## config.mk

```make
export PLATFORM = sky130hd
export DESIGN_NAME = rgb_q
export DESIGN_NICKNAME = d
export VERILOG_FILES = /design/src/sv/rgb_q.sv
export VERILOG_INCLUDE_DIRS = /design/src /design/src/sv
export SDC_FILE = /design/constraint.sdc
export NUM_CORES = 1
export LEC_CHECK = 0
export ABC_CLOCK_PERIOD_IN_PS = 1400
export BUFFER_PORTS_ARGS = -buffer_cell sky130_fd_sc_hd__buf_2
export CAP_MARGIN = 20
export CORE_MARGIN = 4
export CORE_UTILIZATION = 49
export CTS_CLUSTER_DIAMETER = 120
export DETAILED_ROUTE_END_ITERATION = 6
export PLACE_DENSITY = 0.78
export SETUP_SLACK_MARGIN = 0.3
export SKIP_CTS_REPAIR_TIMING = 1
export SLEW_MARGIN = 20
export SYNTH_ARGS = -nofsm -noshare
export SYNTH_HDL_FRONTEND = slang
export SYNTH_SLANG_ARGS = --single-unit
```

## constraint.sdc

```tcl
create_clock -name clk -period 1.4 [get_ports clk]
set_input_delay 0.21 -clock clk [delete_from_list [all_inputs] [get_ports clk]]
set_output_delay 0.21 -clock clk [all_outputs]
set_load 0.1 [all_outputs]
```

## src/sv/rgb_3x3_convolution_sharpen_defines.svh

```systemverilog
// Assertion macros shared by the sharpening filter RTL.
// No dependencies; included by the files that carry assertions.
`ifndef RGB_3X3_CONVOLUTION_SHARPEN_DEFINES_SVH
`define RGB_3X3_CONVOLUTION_SHARPEN_DEFINES_SVH

// Checks a condition at every clock edge outside reset.
`define RGB_ASSERT_ALWAYS(lbl, cond, msg) \
  lbl: assert property (@(posedge clk) disable iff (!rst_n) (cond)) else $error(msg);

// Checks that a trigger is followed in the next cycle by a consequence.
`define RGB_ASSERT_NEXT(lbl, trig, cons, msg) \
  lbl: assert property (@(posedge clk) disable iff (!rst_n) (trig) |=> (cons)) else $error(msg);

`endif

```

## src/sv/rgb_q.sv

```systemverilog
// Small synchronous FIFO built from registers.
// Depends on the assertion macro header.
`include "rgb_3x3_convolution_sharpen_defines.svh"
module rgb_q #(
  parameter int W = 8,
  parameter int DEPTH = 4
) (
  input  logic                     clk,
  input  logic                     rst_n,
  input  logic                     push,
  input  logic [W-1:0]             wdata,
  input  logic                     pop,
  output logic [W-1:0]             rdata,
  output logic [$clog2(DEPTH):0]   count,
  output logic                     full,
  output logic                     empty
);
  localparam int PW = $clog2(DEPTH);

  logic [W-1:0]  mem_r [DEPTH];
  logic [PW-1:0] wr_ptr_r, rd_ptr_r;
  logic [PW:0]   count_r;

  assign rdata = mem_r[rd_ptr_r];
  assign count = count_r;
  assign full  = (count_r == (PW+1)'(DEPTH));
  assign empty = (count_r == '0);

  always_ff @(posedge clk) begin
    if (push) begin
      mem_r[wr_ptr_r] <= wdata;
    end
  end

  always_ff @(posedge clk) begin
    if (!rst_n) begin
      wr_ptr_r <= '0;
      rd_ptr_r <= '0;
      count_r  <= '0;
    end else begin
      if (push) wr_ptr_r <= wr_ptr_r + 1'b1;
      if (pop)  rd_ptr_r <= rd_ptr_r + 1'b1;
      count_r <= count_r + (PW+1)'(push) - (PW+1)'(pop);
    end
  end

  `RGB_ASSERT_ALWAYS(a_no_overflow, !(push && full && !pop), "push into full queue")
  `RGB_ASSERT_ALWAYS(a_no_underflow, !(pop && empty), "pop from empty queue")
  `RGB_ASSERT_NEXT(a_count_up, push && !pop, count_r == $past(count_r) + 1'b1, "count slip")
endmodule

```

Word level (Yosys, flattened, before mapping)

Memory sizes are Yosys's and may differ from the RTL's. A register that Yosys moved wholly into a read port is not among the register bits.
Cells that the tools add are included.

Bits in registers: 7
Output and inout bits: 13
Bits in read-only memories: 0
Input port bits: 12
Memories: 1
Logic and storage cells: 14
RAM bits: 32
Bits in latches: 0

Memories:

| memory | depth | bits a word | rd ports | clocked after Yosys merged registers in | write ports | line        | RTL |
|---|---|---|---|---|---|---|---|
| mem_r  | 4     | 8           | 1        | 1                                       | 1           | rgb_q.sv:20 | `logic [W-1:0] mem_r [DEPTH];` |

Shift-type cells: 0
Order comparisons: 0
Add/subtract/negate cells: 4
Bitwise gates (word level): 0
Reduce and logical (&&, ||, !) cells: 1
Divide/modulo/power cells: 0
Equal/unequal tests: 1
Multipliers: 0
Mux-type cells: 4

Operator list:

| kind                  | count |
|---|---|
| $add A2 B1 Y2 const B | 2 |
| $mux W2               | 2 |
| $add A3 B1 Y3         | 1 |
| $eq A3 B3 Y1 const B  | 1 |
| $logic_not A3 Y1      | 1 |
| $sub A3 B1 Y3         | 1 |
| $mux W1               | 2 |

Depth between registers and ports, before layout

Word-level depth: 3
Depth in mapped cells: 7
Depth with buffers taken out: 7

Worst setup path before layout

OpenSTA, ideal clock, no wires.

Kind: register -> output
From: register count_r[2] (netlist: count[2])
To: output port empty
Arrival time: 2.881 ns
Required time: 1.190 ns
Cell stages (with the launch flop): 2
Path buffers: 0
Setup slack: -1.691 ns
Cells stage by stage: dfxtp_1 > nor3_1

Longest elaborated chain between the ends: 1

Ends and longest elaborated chain:

| element                  | line        | RTL |
|---|---|---|
| start: declaration       | rgb_q.sv:22 | `logic [PW:0] count_r;` |
| start signal: assignment | rgb_q.sv:43 | `count_r <= count_r + (PW+1)'(push) - (PW+1)'(pop);` |
| $logic_not A3 Y1         | rgb_q.sv:27 | `assign empty = (count_r == '0);` |
| end: declaration         | rgb_q.sv:16 | `output logic empty` |

Every way passes these cells.

==> key figures <==
STA
  – Slew headroom: 74.67%
  – Fin. Hold Viols: 0
  – Actual transition at the worst max-transition pin: 379.4 ps
  – Worst path setup slack after routing: -356.3 ps
  – Crit share post-route: 125.4%
  – Setup TNS after final layout: -2983 ps
  – Worst clock skew on the final layout: 7.283 ps
  – Fmax: 0.5694 GHz
  – Hold Slack: 73.84 ps
  – Max Transition Viols Final: 0
  – Setup repair after global routing missed its margin: yes
  – Setup violations, final: 10
  – Final period demand of the worst path: 1756 ps

Floorplan
  – Placement row count: 20
  – Core region area: 0.003078 mm2
  – Horiz. Die Dim: 65.15 um
  – Die height: 65.15 um
  – Initial standard-cell utilization of the core: 51.99%
  – I/O Pins: 25
  – Floorplan die area: 0.004244 mm2

Global route
  – Largest net degree at the start of global routing: 14
  – Total global-route track usage: 13.51%
  – Wire length of the first global-routing pass: 4043 um
  – Vias in the first global route: 872
  – Congestion Overflow GR: 0
  – Antenna violations before repair: 0

Power
  – Power spent charging and discharging nets: 1.253 mW
  – Power Total: 3.357 mW
  – Design internal power: 2.104 mW
  – Pleak: 0.7894 nW
  – Net switching fraction of the power: 37.33%
  – P per Cell Area: 1538 mW/mm2
  – Part of the power in combinational logic: 38.8%
  – Part of the power in the clock network: 16.6%
  – Proportion of power drawn by flip-flops and latches: 44.6%
  – Maximum resistive drop on vdd: 0.8511 mV

CTS
  – Number of CTS-inserted buffers: 5
  – H-tree depth reported by CTS: 2
  – Clock edge transition at the registers on the reported setup and hold paths: 120 ps
  – Sinks on the clock net: 41
  – Clock latency reported for the late side of the worst-skew pair: 340 ps
  – CTS tree: built
  – CTS root buf: sky130_fd_sc_hd__clkbuf_4
  – Longest Clk Path Bufs: 2

Critical path
  – Critical R2R Launch: count[0]
  – Startpoint-to-endpoint class of the critical path: flip-flop to output pin
  – Nature of the critical path endpoint: output pin
  – Worst setup path endpoint: rdata[6]
  – Setup slack of the worst register-to-register path: -110 ps
  – CP max FO: 3
  – Worst reg2reg endpoint: count[1]
  – Arrival time reported for the critical path endpoint: 1550 ps
  – Path depth of the worst reg2reg path: 6
  – Setup crit start kind: flip-flop
  – Data required time at the worst endpoint: 1190 ps

Final layout
  – Synthesis-to-finish area growth: 36.43%
  – Nets@finish: 142
  – Fill cell total of the finished layout: 200
  – Post-route non-filler standard cell count: 168
  – Post-route design area: 0.002183 mm2
  – Share of the core filled with cells in the final layout: 70.94%
  – N_diodes: 0
  – Ratio of cells with drive above 1 in the final layout: 60.48%

Synth
  – Synth unique cells: 18
  – Adder-cell share of the synthesized area: 5.942%
  – Number of instances in the synthesized netlist: 85
  – Compound-Gate Fraction of Synth Area: 0.9382%
  – Simple-gate share of the synthesized area: 4.691%
  – Mean instance size in the synthesized netlist: 18.83 um2
  – Synth Net Count: 104
  – Share of cell area taken by muxes after synthesis: 11.88%
  – Synth Area in XOR/XNOR: 2.580%
  – Total of flip-flops plus latches after synthesis: 41
  – Proportion of synthesized chip area in sequential cells: 71.31%
  – Cell area after synthesis: 0.001600 mm2
  – Number of warnings reported in the yosys synthesis log: 0
  – Largest family of logic cells by synthesized area: multiplexers

Outcome
  – Result of the run: complete, but fails checks
  – Violated checks: setup timing

Place
  – IO buf count: 24
  – Sum of net half-perimeters after detailed placement: 1795 um
  – Worst slack, placed: -94.37 ps
  – RD Place Congestion: 0.6758
  – Placed cells: 156
  – Area post-placement: 0.001909 mm2

Worst hold path
  – Worst Hold Class: primary input to flip-flop

Drt
  – Number of DRC markers after the initial detailed-route iteration: 36
  – Drt via density: 4.911
  – DRC errors left: 0
  – Count of vias placed by the detailed router: 825
  – Number of detailed-route iterations in the first pass: 4
  – Post-route antenna net violation count: 0
  – Final routed wire length divided by cell count: 15.02 um
  – Total wirelength of the detailed-routed design: 2523 um

Job
  – Max Cap Violations: 0
-- cell usage in the layout (no fill, tap or decap) --
master,count
sky130_fd_sc_hd__and3_4,1
sky130_fd_sc_hd__buf_6,10
sky130_fd_sc_hd__xnor2_1,2
sky130_fd_sc_hd__inv_1,2
sky130_fd_sc_hd__inv_4,4
sky130_fd_sc_hd__clkbuf_4,5
sky130_fd_sc_hd__and2_1,1
sky130_fd_sc_hd__buf_8,1
sky130_fd_sc_hd__nor3_4,1
sky130_fd_sc_hd__buf_4,4
sky130_fd_sc_hd__clkinvlp_4,1
sky130_fd_sc_hd__nor2_1,5
sky130_fd_sc_hd__mux4_2,8
sky130_fd_sc_hd__buf_2,11
sky130_fd_sc_hd__edfxtp_1,32
sky130_fd_sc_hd__mux2i_1,1
sky130_fd_sc_hd__dfxtp_1,3
sky130_fd_sc_hd__dfxtp_4,5
sky130_fd_sc_hd__xor3_1,1
sky130_fd_sc_hd__a21bo_2,1
sky130_fd_sc_hd__ha_4,6
sky130_fd_sc_hd__buf_12,7
sky130_fd_sc_hd__a21oi_1,1
sky130_fd_sc_hd__clkinv_2,2
sky130_fd_sc_hd__nand3b_1,1
sky130_fd_sc_hd__dfxtp_2,1
sky130_fd_sc_hd__and2_4,5
sky130_fd_sc_hd__fa_2,1
sky130_fd_sc_hd__inv_2,1
-- synthesized netlist by cell type, drive strengths merged --
master | instances | area [um2]
xnor2 | 2 | 17.52
edfxtp | 32 | 960.9
a21oi | 1 | 5.000
ha | 6 | 75.07
nor3 | 1 | 5.000
nand3b | 1 | 7.510
inv | 7 | 26.28
fa | 1 | 20.02
and3 | 1 | 6.260
and2 | 6 | 37.54
nor2 | 5 | 18.77
a21bo | 1 | 10.01
dfxtp | 9 | 180.2
buf | 1 | 11.26
mux2i | 1 | 10.01
clkbuf | 1 | 5.000
xor3 | 1 | 23.77
mux4 | 8 | 180.2
-- logic make-up after synthesis --
| logic type | Yosys count |
|---|---|
| buffers and inverters | 9 |
| DFF | 41 |
| adders and majority gates | 7 |
| muxes | 9 |
| xor gates and xnor gates | 3 |
| and+or+nand+nor | 14 |
| AOI/OAI and AO/OA | 2 |
-- cell type report --
type	count	area, um2	area share [%]
Clock inverter	3	17.52	0.8023
Clock buffer	5	37.54	1.719
Multi-Input combinational cell	35	523.0	23.95
Inverter	7	36.28	1.662
Timing Repair Buffer	33	352.8	16.16
Tap cell	44	55.05	2.521
Sequential cell	41	1161	53.18
-- power groups by stage --
stage	sequential (mW)	combinational [mW]	clock [mW]
after floorplan	1.66	0.685	0
after global placement	1.49	1.10	0
after detailed placement	1.50	1.13	0
after CTS	1.47	1.13	0.575
after global routing	1.51	1.36	0.623
final	1.50	1.30	0.558
-- how the worst min path moves through the flow --
stage | start | endpoint | slack, ps | cells after the start
after floorplan | wdata[0] | mem_r[0][0] | 310 | 0
after global placement | wdata[1] | mem_r[0][1] | 420 | 1
after detailed placement | wdata[5] | mem_r[0][5] | 430 | 1
after CTS | wdata[3] | mem_r[0][3] | 60 | 1
after global routing | wdata[3] | mem_r[0][3] | 50 | 1
final | wdata[3] | mem_r[0][3] | 70 | 1
-- registers in the layout, summed over array words and instances (netlist names), named ones only --
name / count
wr_ptr_r: 2
rd_ptr_r: 2
mem_r: 32
count: 3
-- routing by layer --
layer / global-route usage, % / part of all wire, % / vias up
li1: - / - / 393
met4: 5.440 / 1.5 / 0
met5: 0 / 0 / -
met1: 14.76 / 39 / 409
met3: 5.470 / 4.2 / 4
met2: 23.37 / 56 / 19
-- critical path, cell delays in order (launching register included) --
cell and delay, ps:
sky130_fd_sc_hd__dfxtp_2 380, sky130_fd_sc_hd__buf_6 120, sky130_fd_sc_hd__mux4_2 530, sky130_fd_sc_hd__buf_12 190
(Power assumes the default switching activity.)
