==> src/sv/rgb_3x3_convolution_sharpen_defines.svh <==
// Assertion macros shared by the sharpening filter RTL.
// No dependencies; included by the files that carry assertions.
`ifndef RGB_3X3_CONVOLUTION_SHARPEN_DEFINES_SVH
`define RGB_3X3_CONVOLUTION_SHARPEN_DEFINES_SVH

// Checks a condition at every clock edge outside reset.
`define RGB_ASSERT_ALWAYS(lbl, cond, msg) \
  lbl: assert property (@(posedge clk) disable iff (!rst_n) (cond)) else $error(msg);

// Checks that a trigger is followed in the next cycle by a consequence.
`define RGB_ASSERT_NEXT(lbl, trig, cons, msg) \
  lbl: assert property (@(posedge clk) disable iff (!rst_n) (trig) |=> (cons)) else $error(msg);

`endif

==> src/sv/rgb_pkg.sv <==
// Shared types and constants of the sharpening filter.
// No dependencies; used by the front end, the back end, the top level and the testbench.
package rgb_pkg;

  localparam int RGB_MAX_WIDTH  = 1024;
  localparam int HEIGHT_LIMIT   = 4096;
  localparam int MID_DEPTH      = 4;
  localparam int OUT_DEPTH      = 8;

  localparam logic [23:0] KTOP_RESET = 24'd65793;
  localparam logic [23:0] KMID_RESET = 24'd129281;
  localparam logic [23:0] KBOT_RESET = 24'd65793;
  localparam logic [10:0] WIDTH_RESET  = 11'd256;
  localparam logic [12:0] HEIGHT_RESET = 13'd256;

  typedef enum logic [2:0] {
    REG_KTOP   = 3'd0,
    REG_KMID   = 3'd1,
    REG_KBOT   = 3'd2,
    REG_WIDTH  = 3'd3,
    REG_HEIGHT = 3'd4
  } reg_idx_t;

  localparam logic MODE_FLUSH = 1'b1;

  // Per-word control decided by the front end.
  typedef struct packed {
    logic emit;
    logic last;
    logic drop_top;
    logic drop_bottom;
    logic drop_left;
    logic drop_right;
  } flags_t;

endpackage

==> src/sv/rgb_fe.sv <==
// Front end: accepts words, tracks input and output raster position, classifies.
// Depends on rgb_pkg.
module rgb_fe #(
  parameter int MAX_WIDTH = rgb_pkg::RGB_MAX_WIDTH
) (
  input  logic                           clk,
  input  logic                           rst_n,
  input  logic                           restart,
  input  logic [$clog2(MAX_WIDTH+1)-1:0] w_eff,
  input  logic [12:0]                    h_eff,
  input  logic                           accept,
  input  logic                           mode,
  input  logic [7:0]                     red,
  input  logic [7:0]                     green,
  input  logic [7:0]                     blue,
  output logic                           q_push,
  output logic [23:0]                    q_pix,
  output logic [$clog2(MAX_WIDTH)-1:0]   q_col,
  output rgb_pkg::flags_t                q_flags
);
  localparam int CW = $clog2(MAX_WIDTH);
  localparam int WW = $clog2(MAX_WIDTH+1);

  logic [CW-1:0] in_col_r, in_col_nxt, out_col_r, out_col_nxt;
  logic [12:0]   in_row_r, in_row_nxt;
  logic [11:0]   out_row_r, out_row_nxt;
  logic          draining, ignore, emit, last;
  logic [WW-1:0] ic_inc, oc_inc;

  always_comb begin
    draining = (in_row_r >= h_eff);
    ignore   = (mode == rgb_pkg::MODE_FLUSH) && !draining;
    emit     = (in_row_r >= 13'd2) || (in_row_r == 13'd1 && in_col_r != '0);
    ic_inc   = WW'(in_col_r) + 1'b1;
    oc_inc   = WW'(out_col_r) + 1'b1;
    last     = emit && ((13'(out_row_r) + 13'd1) >= h_eff) && (oc_inc >= w_eff);

    in_col_nxt  = in_col_r;
    in_row_nxt  = in_row_r;
    out_col_nxt = out_col_r;
    out_row_nxt = out_row_r;
    if (accept && !ignore) begin
      if (ic_inc >= w_eff) begin
        in_col_nxt = '0;
        in_row_nxt = in_row_r + 13'd1;
      end else begin
        in_col_nxt = CW'(ic_inc);
      end
      if (last) begin
        in_col_nxt  = '0;
        in_row_nxt  = '0;
        out_col_nxt = '0;
        out_row_nxt = '0;
      end else if (emit) begin
        if (oc_inc >= w_eff) begin
          out_col_nxt = '0;
          out_row_nxt = out_row_r + 12'd1;
        end else begin
          out_col_nxt = CW'(oc_inc);
        end
      end
    end

    q_push              = accept && !ignore;
    q_pix               = draining ? 24'd0 : {red, green, blue};
    q_col               = in_col_r;
    q_flags.emit        = emit;
    q_flags.last        = last;
    q_flags.drop_top    = (out_row_r == '0);
    q_flags.drop_bottom = (13'(out_row_r) + 13'd1) >= h_eff;
    q_flags.drop_left   = (out_col_r == '0);
    q_flags.drop_right  = (oc_inc >= w_eff);
  end

  always_ff @(posedge clk) begin
    if (!rst_n || restart) begin
      in_col_r  <= '0;
      in_row_r  <= '0;
      out_col_r <= '0;
      out_row_r <= '0;
    end else begin
      in_col_r  <= in_col_nxt;
      in_row_r  <= in_row_nxt;
      out_col_r <= out_col_nxt;
      out_row_r <= out_row_nxt;
    end
  end
endmodule

==> config.mk <==
export PLATFORM = sky130hd
export DESIGN_NAME = rgb_fe
export DESIGN_NICKNAME = d
export VERILOG_FILES = /design/src/sv/rgb_3x3_convolution_sharpen_defines.svh /design/src/sv/rgb_pkg.sv /design/src/sv/rgb_fe.sv
export SDC_FILE = /design/constraint.sdc
export NUM_CORES = 1
export LEC_CHECK = 0
export ABC_AREA = 1
export CORE_AREA = 5 5 120 88
export DETAILED_ROUTE_END_ITERATION = 6
export DIE_AREA = 0 0 125 93
export DONT_BUFFER_PORTS = 1
export HOLD_SLACK_MARGIN = 0.12
export SYNTH_ARGS = -nofsm -noshare
export SYNTH_HDL_FRONTEND = slang
export SYNTH_SLANG_ARGS = --single-unit
==> constraint.sdc <==
create_clock -name clk -period 8.7 [get_ports clk]
set_input_delay 1.305 -clock clk [delete_from_list [all_inputs] [get_ports clk]]
set_output_delay 1.305 -clock clk [all_outputs]
set_load 0.005 [all_outputs]
# After elaboration in Yosys (flattened, before gate mapping)
# Cells that the tools add are included.
# word_totals
reg_bits	45
wordCells	45
# op_classes
addsub	5
order_cmp	5
reduce_logical	19
n_mux	11
eq_ne	1
# op_table
operator	n
10-bit two-way mux	5
12-bit two-way mux	3
13-bit greater-or-equal comparator	2
13-bit two-way mux	2
24-bit two-way mux	1
10-bit by 1-bit adder with 11-bit output (second input constant)	2
11-bit greater-or-equal comparator	2
12-bit by 1-bit adder with 13-bit output (second input constant)	1
13-bit by 1-bit adder with 13-bit output (second input constant)	1
13-bit by 1-bit == test with 1-bit output (second input constant)	1
13-bit by 2-bit greater-or-equal comparator with 1-bit output (second input constant)	1
12-bit by 1-bit adder with 12-bit output (second input constant)	1
12-bit zero test	1
10-bit zero test	1
10-bit nonzero test	1
2-bit nonzero test	3
1-bit logical AND	5
2-bit AND reduction	2
1-bit zero test	3
3-bit AND reduction	1
1-bit logical OR	2

# Depth between registers and ports, before layout
# logic_depth
ltp_word	7
depth_mapped	21
depth_no_buf	20

# Worst setup path before layout
# No wires, ideal clock.
# synth_path
kind	in2out
from	in h_eff[12]
to	out q_push
cell_stages	12
required_time_ns	7.395
slack_ns	4.827
n_path_buf	2
arrival_ns	2.568
path_cell_list	inv_1 ha_1 nand2_1 nor2_2 nand2_2 nor2_2 nor2_2 nand3_4 nor2_4 nor2_8 buf_6 buf_6
# synth_between
elab_chain_len	5
# synth_lines
element	line_no	rtl
from (decl)	rgb_fe.sv:10	input logic [12:0] h_eff,
13-bit greater-or-equal comparator	rgb_fe.sv:31	draining = (in_row_r >= h_eff);
1-bit zero test	rgb_fe.sv:32	ignore = (mode == rgb_pkg::MODE_FLUSH) && !draining;
1-bit logical AND	rgb_fe.sv:32	
1-bit zero test	rgb_fe.sv:64	q_push = accept && !ignore;
1-bit logical AND	rgb_fe.sv:64	
to (decl)	rgb_fe.sv:16	output logic q_push,
# Every way passes these cells.

==> results.md <==
Synth:
- The average cell area after synthesis is 6.19 µm².
- The flip-flop and latch count after synthesis is 45.
- During synthesis, Yosys emitted a total of 0 warnings.
- The cell count after synthesis came out at 702.
- The number of distinct library cell variants in the gate-level netlist after synthesis is 33.
- After synthesis the cells add up to 0.00434 mm².
- After synthesis, flip-flops and latches occupy 20.7% of the total area.
- The net count after synthesis is 812.

Pwr:
- The analysis attributes to cell leakage a power of 2.50 nW.
- The net switching fraction of the power is 26.3%.
- For this design the ratio of total power to cell area is 101 mW/mm².
- The sequential group share of total power is 45.8%.
- IR analysis of the VDD net gives a maximum drop of 0.0595 mV.
- The share of power burned in combinational logic is 11.3%.
- Cell internal power was estimated by the tool at 0.000339 W.
- Summed over all nets, the switching power comes to 0.000121 W.
- The clock power share is 42.8%.

Global route:
- The number of antenna violations at the first check in global routing is 0.
- For this run the aggregate overflow at the end of global routing stands at 0.
- Entering global routing, the biggest net connects 33 pins.
- The via count of the first global-routing pass came to 3766.
- Across every metal layer, demand over resource in global routing totals 19.0%.
- The global-route wire length before repair is 18.4 mm.

Place:
- Once placement finished, the instance area stood at 0.00442 mm².
- The post-placement cell count is 814.
- Detailed placement finished with a half-perimeter wire length of 8.87 mm.
- Routability-driven placement finished with a final weighted congestion of 0.851.
- The number of port buffers is 0.
- OpenSTA, run right after detailed placement, puts the worst setup slack at 4.43 ns.

Route:
- The total wire length is 11.1 mm.
- The number of nets with antenna violations after routing is 0.
- For this run, the detailed router's first-pass iteration total came to 5.
- The detailed router finished its first iteration with 338 violations.
- The average routed wire per standard cell is 13.5 µm.
- The number of vias after detailed routing is 4240.
- The number of vias per cell after detailed routing is 5.16.
- In the routed design, unresolved DRC markers number 0.

Floorplanning:
- The area enclosed by the die boundary is 0.0116 mm².
- The starting utilization of the core area is 46.5%.
- The placement row count is 30.
- The die is 125 µm wide.
- The die height is 93 µm.
- After floorplanning, the core was sized to cover 0.00935 mm².
- 94 I/O pins were placed.

Worst setup path:
- Of all nets on the critical path, the largest fanout is 13.
- Across all register-to-register paths, the minimum setup slack is 5.19 ns.
- The largest single stage delay on the critical path is 0.43 ns.
- The worst path arrival time is 3.27 ns.
- The critical setup path kind is flop to output port.
- The critical path goes through ha_1, nand2_1, nor2_1, nand3_1, a21oi_1, inv_1, ha_1, inv_1, nor2_2, nand2_1, nor2_1, nand2_1, nand3_2, nand2_1, nor2_2.
- The worst flop-to-flop path startpoint is out_col_r[0]$_SDFFE_PP0P_.
- The cell count along the critical path is 15.
- The family with the most delay on the worst path is simple AND/OR/NAND/NOR gates.
- The number of cells on the worst reg-to-reg path is 19.
- The type of destination of the critical path is an output port.
- The number of buffers and inverters on the critical path is 2.
- The cell with the biggest individual delay on the critical path is sky130_fd_sc_hd__dfxtp_1.
- The capturing element of the worst setup path is q_flags[4].
- The worst setup path is launched from a flop.
- The cell that appears most often on the critical path is sky130_fd_sc_hd__nand2_1.
- The origin of the worst setup path is out_col_r[0]$_SDFFE_PP0P_.
- Data on the critical path is required at its endpoint by 7.39 ns.
- The endpoint of the most critical register-to-register path is in_row_r[5]$_SDFFE_PP0P_.

Min path:
- Along the worst hold path, the cell count comes to 2.
- The class of the tightest hold or removal check is flop to flop.

Clock network:
- The root cell of the clock tree is sky130_fd_sc_hd__clkbuf_16.
- For this design, the CTS-stage hold fixing added 0 buffers.
- The H-tree generated during clock tree synthesis spans 2 levels.
- The CTS tree is built.
- Buffers inserted during clock tree synthesis total 5.
- The number of buffers on the longest clock path is 2.
- The post-cts gate resize count is 0.
- The clock-pin slew on the worst setup and hold paths is 0.06 ns.
- The clock latency of the later-clocked register in the worst-skew pair is 0.29 ns.
- The clock net in this run drives a total of 45 sinks.
- The post-CTS setup repair buffer count is 0.

Run status:
- The run finished with clean final reports.

STA:
- The count of final max-slew check failures is 0.
- The relative slew slack is 60.6%.
- The worst path uses 52.6% of the clock period.
- The worst setup slack after layout is 4.12 ns.
- The number of endpoints with negative hold slack in the final report is 0.
- Setup repair after global routing left no endpoint under its margin.
- The setup TNS is 0 ns.
- The final clock skew is 0.0125 ns.
- The smallest clock period supported by the final layout is computed as 4.58 ns.
- For the pin with the worst max-slew slack, the measured transition is 0.589 ns.
- The maximum operating frequency is 218 MHz.
- The final count of negative-setup-slack endpoints is 0.

Cells and area:
- After routing the design area is 0.00457 mm².
- After the last flow step, the layout net total stands at 803.
- The post-route netlist has 4.61% of its cells at a drive strength greater than 1.
- 0 antenna diodes ended up in the layout.
- The count of placed standard cells in the final layout, fillers left out is 822.
- The area growth from synthesis to layout is 5.24%.
- The post-layout utilization of the core is 48.9%.

Run:
- Max-cap violations in this run came to 0.
==> through the flow <==
step | hold WS (ns) | power (W)
after global routing | 0.521 | 0.000485
after CTS | 0.504 | 0.000465
final | 0.506 | 0.000460
after detailed placement | 0.495 | 0.000267
after global placement | 0.474 | 0.000266
after floorplan | 0.455 | 0.000256
==> worst reg2reg max path, stage by stage (launching register included) <==
cell                      delay (ns)
sky130_fd_sc_hd__dfxtp_1        0.43
sky130_fd_sc_hd__ha_1           0.20
sky130_fd_sc_hd__nand2_1        0.07
sky130_fd_sc_hd__nor2_1         0.25
sky130_fd_sc_hd__nand3_1        0.20
sky130_fd_sc_hd__a21oi_1        0.23
sky130_fd_sc_hd__inv_1          0.06
sky130_fd_sc_hd__ha_1           0.29
sky130_fd_sc_hd__inv_1          0.05
sky130_fd_sc_hd__nor2_2         0.13
sky130_fd_sc_hd__nand2_1        0.07
sky130_fd_sc_hd__nor2_1         0.10
sky130_fd_sc_hd__nand2_1        0.07
sky130_fd_sc_hd__nand3_2        0.27
sky130_fd_sc_hd__nand3_4        0.30
sky130_fd_sc_hd__nand2_4        0.24
sky130_fd_sc_hd__nand2_4        0.15
sky130_fd_sc_hd__inv_2          0.18
sky130_fd_sc_hd__nor2_1         0.06
sky130_fd_sc_hd__nor2_1         0.09
==> logic make-up after synthesis <==
kind of cell,synth area share (%)
fa+ha+maj,16.4
xor+xnor,5.24
simple gates,35.5
buf+inv,13.4
flops,20.7
compound gates,8.67
==> cells in the final DEF, fill, tap and decap left out, types with 3 or more instances in the layout <==
cell and n:
sky130_fd_sc_hd__nand2_1 146, sky130_fd_sc_hd__nand2_2 5, sky130_fd_sc_hd__nor4_1 4, sky130_fd_sc_hd__dfxtp_1 45
sky130_fd_sc_hd__a21oi_1 55, sky130_fd_sc_hd__nor2_2 7, sky130_fd_sc_hd__clkbuf_16 5, sky130_fd_sc_hd__nand3_1 39
sky130_fd_sc_hd__o21ai_0 15, sky130_fd_sc_hd__inv_1 127, sky130_fd_sc_hd__xnor2_1 3, sky130_fd_sc_hd__nor2_1 121
sky130_fd_sc_hd__xor2_1 23, sky130_fd_sc_hd__nor3_1 13, sky130_fd_sc_hd__ha_1 57, sky130_fd_sc_hd__nand4_1 7
==> power by group through the flow <==
stage          Combinational [W]  Clock [W]  Sequential, W
2_1_floorplan          0.0000419          0       0.000214
3_3_place_gp           0.0000512          0       0.000215
5_1_grt                0.0000610   0.000213       0.000211
6_report               0.0000522   0.000197       0.000211
3_5_place_dp           0.0000521          0       0.000215
4_1_cts                0.0000525   0.000202       0.000211
==> how the worst min path moves through the flow <==
stage | from | to
2_1_floorplan | out_col_r[9]$_SDFFE_PP0P_ | out_col_r[9]$_SDFFE_PP0P_
3_3_place_gp | out_col_r[9]$_SDFFE_PP0P_ | out_col_r[9]$_SDFFE_PP0P_
3_5_place_dp | out_col_r[9]$_SDFFE_PP0P_ | out_col_r[9]$_SDFFE_PP0P_
4_1_cts | out_col_r[9]$_SDFFE_PP0P_ | out_col_r[9]$_SDFFE_PP0P_
5_1_grt | out_col_r[9]$_SDFFE_PP0P_ | out_col_r[9]$_SDFFE_PP0P_
6_report | out_col_r[9]$_SDFFE_PP0P_ | out_col_r[9]$_SDFFE_PP0P_
==> area by class of cell <==
cell class                      count  area [µm²]
Fill cell                         973        4780
Multi-Input combinational cell    511        2860
Sequential cell                    45         901
Inverter                          128         480
Tap cell                          128         160
Clock buffer                        6         139
Timing Repair Buffer                2        15.0
Clock inverter                      2        13.8
==> state kept, by name, summed over array words and instances (netlist names) <==
register / cells
out_col_r: 10
q_col: 10
in_row_r: 13
out_row_r: 12
==> per-layer routing <==
| metal | up-vias | GRT usage [%] | routed length (µm) | share of wire (%) |
|---|---|---|---|---|
| li1 | 2170 | - | - | - |
| met1 | 1921 | 27.4 | 5620 | 51 |
| met2 | 134 | 28.9 | 4620 | 42 |
| met3 | 15 | 4.68 | 751 | 6.8 |
| met4 | 0 | 3.34 | 104 | 0.94 |
| met5 | - | 0 | 0 | 0 |
==> cells in the mapped netlist <==
master                     count  area (µm²)
sky130_fd_sc_hd__nor3_2        1        10.0
sky130_fd_sc_hd__nand2_4       2        22.5
sky130_fd_sc_hd__nor3_1       13        65.1
sky130_fd_sc_hd__o211ai_1      1        7.51
sky130_fd_sc_hd__o21ai_1       2        10.0
sky130_fd_sc_hd__nand3_1      39         195
sky130_fd_sc_hd__ha_1         57         713
sky130_fd_sc_hd__clkbuf_1      8        30.0
sky130_fd_sc_hd__nand4_1       7        43.8
sky130_fd_sc_hd__inv_2         1        3.75
sky130_fd_sc_hd__nand3b_1      2        15.0
sky130_fd_sc_hd__a21oi_1      55         275
sky130_fd_sc_hd__nand3_4       2        35.0
sky130_fd_sc_hd__nor2_8        1        20.0
sky130_fd_sc_hd__o21ai_0      15        75.1
sky130_fd_sc_hd__nor4_1        4        25.0
sky130_fd_sc_hd__dfxtp_1      45         901
sky130_fd_sc_hd__nor3b_1       1        7.51
sky130_fd_sc_hd__nand2_1     146         548
sky130_fd_sc_hd__nand2_2       5        31.3
sky130_fd_sc_hd__nor2_4        1        11.3
sky130_fd_sc_hd__or2_1         1        6.26
sky130_fd_sc_hd__xor2_1       23         201
sky130_fd_sc_hd__buf_4         2        15.0
sky130_fd_sc_hd__nor2_2        6        37.5
sky130_fd_sc_hd__buf_6         3        33.8
sky130_fd_sc_hd__buf_2         4        20.0
sky130_fd_sc_hd__inv_1       127         477
sky130_fd_sc_hd__a31o_2        1        8.76
sky130_fd_sc_hd__nor2_1      122         458
sky130_fd_sc_hd__xnor2_1       3        26.3
sky130_fd_sc_hd__nand3_2       1        10.0
sky130_fd_sc_hd__buf_1         1        3.75
No activity file was read; power rests on OpenSTA's default activity.
